**src/hw/rtl/itoa_pkg.sv**
```systemverilog
package itoa_pkg;

    // width of the integer that is converted (8 to 64)
    localparam int VALUE_WIDTH  = 64;
    // width of the value field on the input port
    localparam int IN_WIDTH     = 64;

    // decimal digits needed for VALUE_WIDTH bits: floor(w * log10(2)) + 1
    localparam int DIGIT_COUNT  = (VALUE_WIDTH * 30103) / 100000 + 1;
    localparam int BCD_WIDTH    = 4 * DIGIT_COUNT;
    localparam int BIT_CNT_W    = $clog2(VALUE_WIDTH + 1);
    localparam int DIG_CNT_W    = $clog2(DIGIT_COUNT + 1);

    // front to back queue
    localparam int QUEUE_DEPTH  = 2;
    localparam int QPTR_W       = $clog2(QUEUE_DEPTH);
    localparam int QCNT_W       = $clog2(QUEUE_DEPTH + 1);

    // ascii codes
    localparam logic [7:0] CH_ZERO    = 8'h30;
    localparam logic [7:0] CH_NINE    = 8'h39;
    localparam logic [7:0] CH_UPPER_A = 8'h41;
    localparam logic [7:0] CH_UPPER_F = 8'h46;
    localparam logic [7:0] CH_MINUS   = 8'h2D;

    localparam logic [3:0] DEC_BASE   = 4'd10;

    // one classified word waiting for conversion
    typedef struct packed {
        logic                   hex;
        logic                   neg;
        logic [VALUE_WIDTH-1:0] mag;
    } item_t;

    typedef struct packed {
        logic              full;
        logic              empty;
        logic [QCNT_W-1:0] count;
    } q_stat_t;

    typedef struct packed {
        logic idle;
        logic pop;
    } back_stat_t;

    // digit value to ascii, upper case hex letters
    function automatic logic [7:0] digit_char(input logic [3:0] d);
        if (d >= DEC_BASE)
        begin
            return CH_UPPER_A + {4'd0, d - DEC_BASE};
        end
        return CH_ZERO + {4'd0, d};
    endfunction

endpackage

```
**src/hw/rtl/integer_to_ascii_text_top.sv**
```systemverilog
// channel   dir  handshake              payload
// s_axis    in   tvalid / tready        tdata = value (64), tuser = mode (1)
// m_axis    out  tvalid / tready        tdata = ch (8), tlast = last
//
// decimal: a load, shift-and-add-3 bcd conversion over every magnitude bit, leading zero digits
//   skipped, then the sign word (negative only) and the digit words; hex: a load, leading zero digits
//   skipped, then the digit words, with no sign
// a two-entry queue lets the input side keep accepting while conversion runs
// rst_n clears the queue, the sequencer and the output valid at once
// a stalled m_axis holds the output register and the sequencer waits on it before a sign or digit word
module integer_to_ascii_text_top
    import itoa_pkg::*;
(
    input  logic                clk,
    input  logic                rst_n,
    input  logic                s_axis_tvalid,
    output logic                s_axis_tready,
    input  logic [IN_WIDTH-1:0] s_axis_tdata,   // [63:0] value
    input  logic                s_axis_tuser,   // [0] mode
    output logic                m_axis_tvalid,
    input  logic                m_axis_tready,
    output logic [7:0]          m_axis_tdata,   // [7:0] ch
    output logic                m_axis_tlast
);

    q_stat_t    q_stat;
    back_stat_t b_stat;
    item_t      wr_item;
    item_t      rd_item;
    logic       push;

    // accept and classify
    itoa_front u_front (
        .in_valid (s_axis_tvalid),
        .in_ready (s_axis_tready),
        .mode     (s_axis_tuser),
        .value    (s_axis_tdata),
        .q_stat   (q_stat),
        .push     (push),
        .item     (wr_item)
    );

    // decoupling queue
    itoa_queue u_queue (
        .clk     (clk),
        .rst_n   (rst_n),
        .push    (push),
        .wr_item (wr_item),
        .pop     (b_stat.pop),
        .rd_item (rd_item),
        .stat    (q_stat)
    );

    // conversion and character output
    itoa_back u_back (
        .clk       (clk),
        .rst_n     (rst_n),
        .q_stat    (q_stat),
        .rd_item   (rd_item),
        .stat      (b_stat),
        .out_valid (m_axis_tvalid),
        .out_ready (m_axis_tready),
        .out_ch    (m_axis_tdata),
        .out_last  (m_axis_tlast)
    );

    // queue fill never passes its depth
    a_queue_bound: assert property (@(posedge clk) disable iff (!rst_n)
        q_stat.count <= QCNT_W'(QUEUE_DEPTH))
        else $error("queue fill count beyond depth");

    // an idle back end picks up a waiting word at once
    a_back_pickup: assert property (@(posedge clk) disable iff (!rst_n)
        b_stat.idle && !q_stat.empty |=> !b_stat.idle)
        else $error("back end idle with a word waiting");

    // only digits, upper case hex letters or a minus sign go out
    a_char_set: assert property (@(posedge clk) disable iff (!rst_n)
        m_axis_tvalid |->
            ((m_axis_tdata >= CH_ZERO && m_axis_tdata <= CH_NINE) ||
             (m_axis_tdata >= CH_UPPER_A && m_axis_tdata <= CH_UPPER_F) ||
             (m_axis_tdata == CH_MINUS)))
        else $error("character outside the output set");

    // a minus sign is never the end of the text
    a_sign_not_last: assert property (@(posedge clk) disable iff (!rst_n)
        m_axis_tvalid && (m_axis_tdata == CH_MINUS) |-> !m_axis_tlast)
        else $error("minus sign flagged as last");

endmodule

```
**src/hw/rtl/itoa_front.sv**
```systemverilog
module itoa_front
    import itoa_pkg::*;
(
    input  logic                in_valid,
    output logic                in_ready,
    input  logic                mode,
    input  logic [IN_WIDTH-1:0] value,
    input  q_stat_t             q_stat,
    output logic                push,
    output item_t               item
);

    logic [VALUE_WIDTH-1:0] masked;
    logic                   neg;

    // take a word whenever the queue has room
    assign in_ready = !q_stat.full;
    assign push     = in_valid && in_ready;

    // drop bits above the value width, fold a negative decimal to its magnitude
    assign masked   = value[VALUE_WIDTH-1:0];
    assign neg      = !mode && masked[VALUE_WIDTH-1];

    always_comb
    begin
        item.hex = mode;
        item.neg = neg;
        item.mag = neg ? ('0 - masked) : masked;
    end

endmodule

```
**src/hw/rtl/itoa_queue.sv**
```systemverilog
module itoa_queue
    import itoa_pkg::*;
(
    input  logic    clk,
    input  logic    rst_n,
    input  logic    push,
    input  item_t   wr_item,
    input  logic    pop,
    output item_t   rd_item,
    output q_stat_t stat
);

    item_t             entries_reg [QUEUE_DEPTH];
    logic [QPTR_W-1:0] wr_ptr_reg;
    logic [QPTR_W-1:0] wr_ptr_next;
    logic [QPTR_W-1:0] rd_ptr_reg;
    logic [QPTR_W-1:0] rd_ptr_next;
    logic [QCNT_W-1:0] count_reg;
    logic [QCNT_W-1:0] count_next;

    // pointer and fill count update
    always_comb
    begin
        wr_ptr_next = wr_ptr_reg;
        rd_ptr_next = rd_ptr_reg;
        count_next  = count_reg;
        if (push)
        begin
            wr_ptr_next = (wr_ptr_reg == QPTR_W'(QUEUE_DEPTH - 1)) ? '0 : wr_ptr_reg + 1'b1;
        end
        if (pop)
        begin
            rd_ptr_next = (rd_ptr_reg == QPTR_W'(QUEUE_DEPTH - 1)) ? '0 : rd_ptr_reg + 1'b1;
        end
        if (push && !pop)
        begin
            count_next = count_reg + 1'b1;
        end
        else if (pop && !push)
        begin
            count_next = count_reg - 1'b1;
        end
    end

    always_ff @(posedge clk or negedge rst_n)
    begin
        if (!rst_n)
        begin
            wr_ptr_reg <= '0;
            rd_ptr_reg <= '0;
            count_reg  <= '0;
        end
        else
        begin
            wr_ptr_reg <= wr_ptr_next;
            rd_ptr_reg <= rd_ptr_next;
            count_reg  <= count_next;
        end
    end

    // entry storage
    always_ff @(posedge clk)
    begin
        if (push)
        begin
            entries_reg[wr_ptr_reg] <= wr_item;
        end
    end

    assign rd_item    = entries_reg[rd_ptr_reg];
    assign stat.full  = (count_reg == QCNT_W'(QUEUE_DEPTH));
    assign stat.empty = (count_reg == '0);
    assign stat.count = count_reg;

endmodule

```
**src/hw/rtl/itoa_back.sv**
```systemverilog
module itoa_back
    import itoa_pkg::*;
(
    input  logic       clk,
    input  logic       rst_n,
    input  q_stat_t    q_stat,
    input  item_t      rd_item,
    output back_stat_t stat,
    output logic       out_valid,
    input  logic       out_ready,
    output logic [7:0] out_ch,
    output logic       out_last
);

    typedef enum logic [4:0] {
        B_IDLE = 5'b00001,
        B_CONV = 5'b00010,
        B_SKIP = 5'b00100,
        B_SIGN = 5'b01000,
        B_EMIT = 5'b10000
    } back_state_t;

    back_state_t            state_reg;
    back_state_t            state_next;
    logic [BCD_WIDTH-1:0]   bcd_reg;
    logic [BCD_WIDTH-1:0]   bcd_next;
    logic [VALUE_WIDTH-1:0] mag_reg;
    logic [VALUE_WIDTH-1:0] mag_next;
    logic                   neg_reg;
    logic                   neg_next;
    logic [BIT_CNT_W-1:0]   bit_cnt_reg;
    logic [BIT_CNT_W-1:0]   bit_cnt_next;
    logic [DIG_CNT_W-1:0]   rem_reg;
    logic [DIG_CNT_W-1:0]   rem_next;
    logic                   out_valid_reg;
    logic                   out_valid_next;
    logic [7:0]             out_ch_reg;
    logic [7:0]             out_ch_next;
    logic                   out_last_reg;
    logic                   out_last_next;

    logic [BCD_WIDTH-1:0]   adj;
    logic [BCD_WIDTH-1:0]   dabble;
    logic [3:0]             top_digit;
    logic                   out_free;
    logic                   pop;

    // add-3 correction on every bcd digit, then shift in the next magnitude bit
    always_comb
    begin
        for (int i = 0; i < DIGIT_COUNT; i++)
        begin
            adj[4*i +: 4] = (bcd_reg[4*i +: 4] >= 4'd5) ? bcd_reg[4*i +: 4] + 4'd3
                                                         : bcd_reg[4*i +: 4];
        end
        dabble = {adj[BCD_WIDTH-2:0], mag_reg[VALUE_WIDTH-1]};
    end

    assign top_digit = bcd_reg[BCD_WIDTH-1 -: 4];
    assign out_free  = !out_valid_reg || out_ready;

    // sequencer: load, convert (decimal only), skip leading zeros, sign (negative only), digits
    always_comb
    begin
        state_next     = state_reg;
        bcd_next       = bcd_reg;
        mag_next       = mag_reg;
        neg_next       = neg_reg;
        bit_cnt_next   = bit_cnt_reg;
        rem_next       = rem_reg;
        out_valid_next = out_valid_reg && !out_ready;
        out_ch_next    = out_ch_reg;
        out_last_next  = out_last_reg;
        pop            = 1'b0;
        case (state_reg)
            B_IDLE:
            begin
                if (!q_stat.empty)
                begin
                    pop      = 1'b1;
                    neg_next = rd_item.neg;
                    rem_next = DIG_CNT_W'(DIGIT_COUNT);
                    if (rd_item.hex)
                    begin
                        bcd_next   = BCD_WIDTH'(rd_item.mag);
                        state_next = B_SKIP;
                    end
                    else
                    begin
                        bcd_next     = '0;
                        mag_next     = rd_item.mag;
                        bit_cnt_next = BIT_CNT_W'(VALUE_WIDTH);
                        state_next   = B_CONV;
                    end
                end
            end
            B_CONV:
            begin
                bcd_next     = dabble;
                mag_next     = mag_reg << 1;
                bit_cnt_next = bit_cnt_reg - 1'b1;
                if (bit_cnt_reg == BIT_CNT_W'(1))
                begin
                    state_next = B_SKIP;
                end
            end
            B_SKIP:
            begin
                if (top_digit == 4'd0 && rem_reg > DIG_CNT_W'(1))
                begin
                    bcd_next = bcd_reg << 4;
                    rem_next = rem_reg - 1'b1;
                end
                else
                begin
                    state_next = neg_reg ? B_SIGN : B_EMIT;
                end
            end
            B_SIGN:
            begin
                if (out_free)
                begin
                    out_valid_next = 1'b1;
                    out_ch_next    = CH_MINUS;
                    out_last_next  = 1'b0;
                    state_next     = B_EMIT;
                end
            end
            B_EMIT:
            begin
                if (out_free)
                begin
                    out_valid_next = 1'b1;
                    out_ch_next    = digit_char(top_digit);
                    out_last_next  = (rem_reg == DIG_CNT_W'(1));
                    bcd_next       = bcd_reg << 4;
                    rem_next       = rem_reg - 1'b1;
                    if (rem_reg == DIG_CNT_W'(1))
                    begin
                        state_next = B_IDLE;
                    end
                end
            end
            default:
            begin
                state_next = B_IDLE;
            end
        endcase
    end

    // control state
    always_ff @(posedge clk or negedge rst_n)
    begin
        if (!rst_n)
        begin
            state_reg     <= B_IDLE;
            out_valid_reg <= 1'b0;
        end
        else
        begin
            state_reg     <= state_next;
            out_valid_reg <= out_valid_next;
        end
    end

    // working and output data
    always_ff @(posedge clk)
    begin
        bcd_reg      <= bcd_next;
        mag_reg      <= mag_next;
        neg_reg      <= neg_next;
        bit_cnt_reg  <= bit_cnt_next;
        rem_reg      <= rem_next;
        out_ch_reg   <= out_ch_next;
        out_last_reg <= out_last_next;
    end

    assign out_valid = out_valid_reg;
    assign out_ch    = out_ch_reg;
    assign out_last  = out_last_reg;
    assign stat.idle = (state_reg == B_IDLE);
    assign stat.pop  = pop;

endmodule

```
**config.mk**
```make
export PLATFORM = sky130hd
export DESIGN_NAME = integer_to_ascii_text_top
export DESIGN_NICKNAME = d
export VERILOG_FILES = /design/src/hw/rtl/itoa_pkg.sv /design/src/hw/rtl/integer_to_ascii_text_top.sv /design/src/hw/rtl/itoa_front.sv /design/src/hw/rtl/itoa_queue.sv /design/src/hw/rtl/itoa_back.sv
export SDC_FILE = /design/constraint.sdc
export NUM_CORES = 1
export LEC_CHECK = 0
export BUFFER_PORTS_ARGS = -buffer_cell sky130_fd_sc_hd__buf_2
export CAP_MARGIN = 20
export CORE_AREA = 2 2 165 167
export DETAILED_ROUTE_END_ITERATION = 12
export DIE_AREA = 0 0 167 169
export GPL_TIMING_DRIVEN = 0
export PLACE_DENSITY = 0.8
export SYNTH_ARGS = -nofsm -noshare
export SYNTH_HDL_FRONTEND = slang
export SYNTH_SLANG_ARGS = --single-unit
```
**constraint.sdc**
```tcl
create_clock -name clk -period 9.1 [get_ports clk]
set_input_delay 0 -clock clk [delete_from_list [all_inputs] [get_ports clk]]
set_output_delay 0 -clock clk [all_outputs]
set_load 0.01 [all_outputs]
```
==> impl_results.rst <==
.. list-table::
   :header-rows: 1

   * - Metric
     - Value
   * - Buffer type at the clock tree root
     - clkbuf_16
   * - DIE HEIGHT
     - 169 um
   * - Average wire per standard cell
     - 22.1 um
   * - Count of antenna diodes in the layout
     - 0
   * - Outcome
     - complete, no violations
   * - Total routed wirelength
     - 42.4 mm
   * - Least setup slack across all paths after layout
     - 5.50 ns
   * - Most instantiated cells after synthesis
     - edfxtp_1 (297), a21oi_1 (159), nor2_1 (138)
   * - Total Die Area
     - 28200 um2
   * - Overall Global Routing Usage
     - 0.296
   * - Number of buffers inserted by port buffering
     - 78
   * - Total number of nets in the final design
     - 1675
   * - Transition time at the pin with the least slew margin
     - 0.970 ns
   * - Final Hold Violating Endpoints
     - 0
   * - Post-Syn Nets
     - 1479
   * - Clock latency on the worst-skew pair
     - 0.56 ns
   * - CTS H-Tree Depth
     - 1
   * - Routed met1 length
     - 15.9 mm
   * - Final standard cell utilization of the core
     - 0.699
   * - Fillers
     - 1719
   * - Layout Area Growth over Synthesis
     - 18.1%
   * - Min cycle time layout
     - 3.60 ns
   * - Library cell with the largest summed area after synthesis
     - edfxtp_1
   * - Setup Skew
     - 0.0247 ns
   * - Final design area excluding fillers
     - 18500 um2
   * - Final Total Pwr
     - 6550 uW
   * - Pin count of the biggest net entering global routing
     - 67
   * - Number of clock sinks seen by CTS
     - 307
   * - Crit end category
     - flop
   * - Clock-pin slew on the worst setup and hold paths
     - 0.06 ns
   * - Core Box Area
     - 26500 um2
   * - Timing-limited maximum frequency
     - 0.277 GHz
   * - Critical path class
     - flop to flop
   * - Prevailing post-synth register cell
     - edfxtp_1
   * - Largest incremental delay on the critical path
     - 0.69 ns
   * - Met3 wire length
     - 3.99 mm
   * - WL met2
     - 20.5 mm
   * - Power density relative to cell area
     - 354 nW/um2
   * - Highest Signal Layer
     - met4
   * - Number of synthesized flops with an enable pin
     - 297
   * - CP Data Required Time
     - 9.39 ns
   * - Yosys cell types
     - 59
   * - Most frequently used cell type in the post-synthesis netlist
     - edfxtp_1
   * - Setup repair after global routing missed its margin
     - false
   * - Leakage power figure
     - 0.00676 uW
   * - Cell family with the largest share of critical-path delay
     - buffers and inverters
   * - Worst slew slack as a fraction of its limit
     - 0.353
   * - Final hold slack
     - 0.263 ns
   * - Max-cap violation count
     - 0
   * - Post-synthesis instance total
     - 1361
   * - Mean Syn Cell Area
     - 11.5 um2
   * - Clock tree buffer depth
     - 3
   * - Global-route wire length before repair
     - 65.3 mm
   * - Buf/Inv on CP
     - 6
   * - Syn Std Cell Area
     - 15700 um2
   * - Top-level port count
     - 80
   * - Proportion of netlist area held by the largest area contributor
     - 0.568
   * - Cell at the slowest stage of the critical path
     - clkbuf_1
   * - Post-detailed-placement cell area
     - 16700 um2
   * - Async set-or-reset flop fraction in the synthesized netlist
     - 0.0326
   * - Final HPWL DP
     - 27.2 mm
   * - DRC violations left
     - 0
   * - First-pass iteration count of the detailed router
     - 5
   * - Cell types with the largest area share after synthesis
     - edfxtp_1 (57%), a21oi_1 (5.1%), mux2i_1 (4.0%)
   * - Number of antenna violations at the first check in global routing
     - 0
   * - Cell repeated most along the worst path
     - clkbuf_1
   * - Die boundary width
     - 167 um
   * - Clock buffers created by TritonCTS
     - 30
   * - Proportion of layout cells with a drive suffix above 1
     - 0.103
   * - GR Overflow Total
     - 0
   * - Kind of start point of the critical path
     - flop
   * - Share of synthesized area occupied by flip-flops and latches
     - 0.584
   * - Vias after detailed routing
     - 12229
   * - Vias per inst
     - 6.37
   * - Drt initial violations
     - 1436
   * - Type of the tightest min-delay check
     - input port to flop
   * - Largest driver fanout on the critical path
     - 27
   * - Endpoints failing setup
     - 0
   * - Warnings from Yosys
     - 0
   * - CTS tree
     - built
   * - Flip-flop count of the largest register, all copies and words added
     - 132
   * - Effective utilization at floorplan
     - 0.592
   * - Share of the cycle needed by the critical path after routing
     - 0.396
   * - Number of pins exceeding their max-slew limit in the final report
     - 0
   * - Std cell rows
     - 60
   * - Number of global-route vias before repair
     - 12090
   * - Setup Slack @ Placement
     - 5.60 ns
   * - Final weighted congestion of routability-driven global placement
     - 0.950
   * - Worst VDD drop
     - 0.179 mV
   * - Synthesized flop and latch total
     - 307
   * - Arr. time, crit path
     - 3.90 ns
   * - ANT nets after route
     - 0
   * - Cell-by-cell listing of the critical path
     - clkbuf_1, nor3_1, nand3b_1, clkbuf_1, clkbuf_1, clkbuf_1, a31oi_4, buf_12, buf_12
[worst paths after layout]
| kind | from | to | slack, ns | cells after the start |
|---|---|---|---|---|
| min in group asynchronous | rst_n | u_back.state_reg[0] | 0.52 | 3 |
| max reg2reg | u_back.state_reg[4] | u_back.bcd_reg[25] | 5.50 | 9 |
| max | u_back.state_reg[4] | u_back.bcd_reg[25] | 5.50 | 9 |
| min reg2reg | u_back.neg_reg | u_back.state_reg[3] | 0.53 | 1 |
| min | s_axis_tuser | u_queue.entries_reg[1][65] | 0.26 | 2 |
| max in group asynchronous | rst_n | u_back.out_valid | 7.58 | 4 |
[layout make-up]
cell class                 count  area (um2)  area share
multi-input combinational    939        6110       0.330
inverter                      57         214      0.0115
sequential                   307        9170       0.495
clock inverter                22         250      0.0135
tap                          341         427      0.0230
timing repair buffer         164        1340      0.0723
buffer                        58         231      0.0125
clock buffer                  33         783      0.0423
[metal layers]
metal,GRT usage,up-vias
met5,0,-
met4,0.130,0
met3,0.0449,164
met2,0.505,836
met1,0.378,5791
li1,-,5438
[through the flow]
stage	setup TNS (ns)	std cells
6_report	0	1921
5_1_grt	0	1921
4_1_cts	0	1921
3_5_place_dp	0	1788
3_3_place_gp	-57.21	1780
2_1_floorplan	0	1361
[where the power goes]
group          leakage (uW)  internal [uW]  switching [uW]
Combinational       0.00336            921            1600
Sequential          0.00292           2380             345
Clock              0.000487            762             542
Total               0.00676           4060            2490
[worst register-to-register path: cells and delay by family (launching register included)]
kind	cells	cell delay (ns)
AOI/OAI and AO/OA	1	0.34
buffers and inverters	6	2.43
DFF	1	0.32
and+or+nand+nor	2	0.23
[kinds of logic (layout without fill, tap and decap cells)]
family                     Yosys count  in the layout  share of synthesized area
adders and majority gates           49             49                     0.0391
AOI/OAI and AO/OA                  342            342                      0.130
other                                1              1                   0.000239
muxes                               73             73                     0.0474
DFF                                307            307                      0.584
and+or+nand+nor                    370            370                      0.113
xor gates and xnor gates           104            104                     0.0581
buffers and inverters              115            334                     0.0284
[cells in the final DEF, fill, tap and decap left out, types with 12 or more instances in the layout]
cell type        n
ha_1            49
nor3b_1         16
nand2b_1        26
inv_1           57
clkbuf_16       31
mux2i_1         62
xor2_1          43
clkbuf_1        46
nor4_1          16
o21ai_0         80
xnor2_1         61
nor3_1          25
a22oi_1         12
edfxtp_1       297
a21oi_1        159
nand2_1         85
nand3_1         13
o221ai_1        21
buf_2           81
nor2_1         137
dlygate4sd3_1   78
[what timing repair did]
item	4_1_cts	5_1_grt
endpoints found under the hold margin	142	0
endpoints found under the setup margin	0	0
buffers inserted	0	0
resized for setup	0	0
hold buffers	78	0
Power figures use the tool's default switching activity.
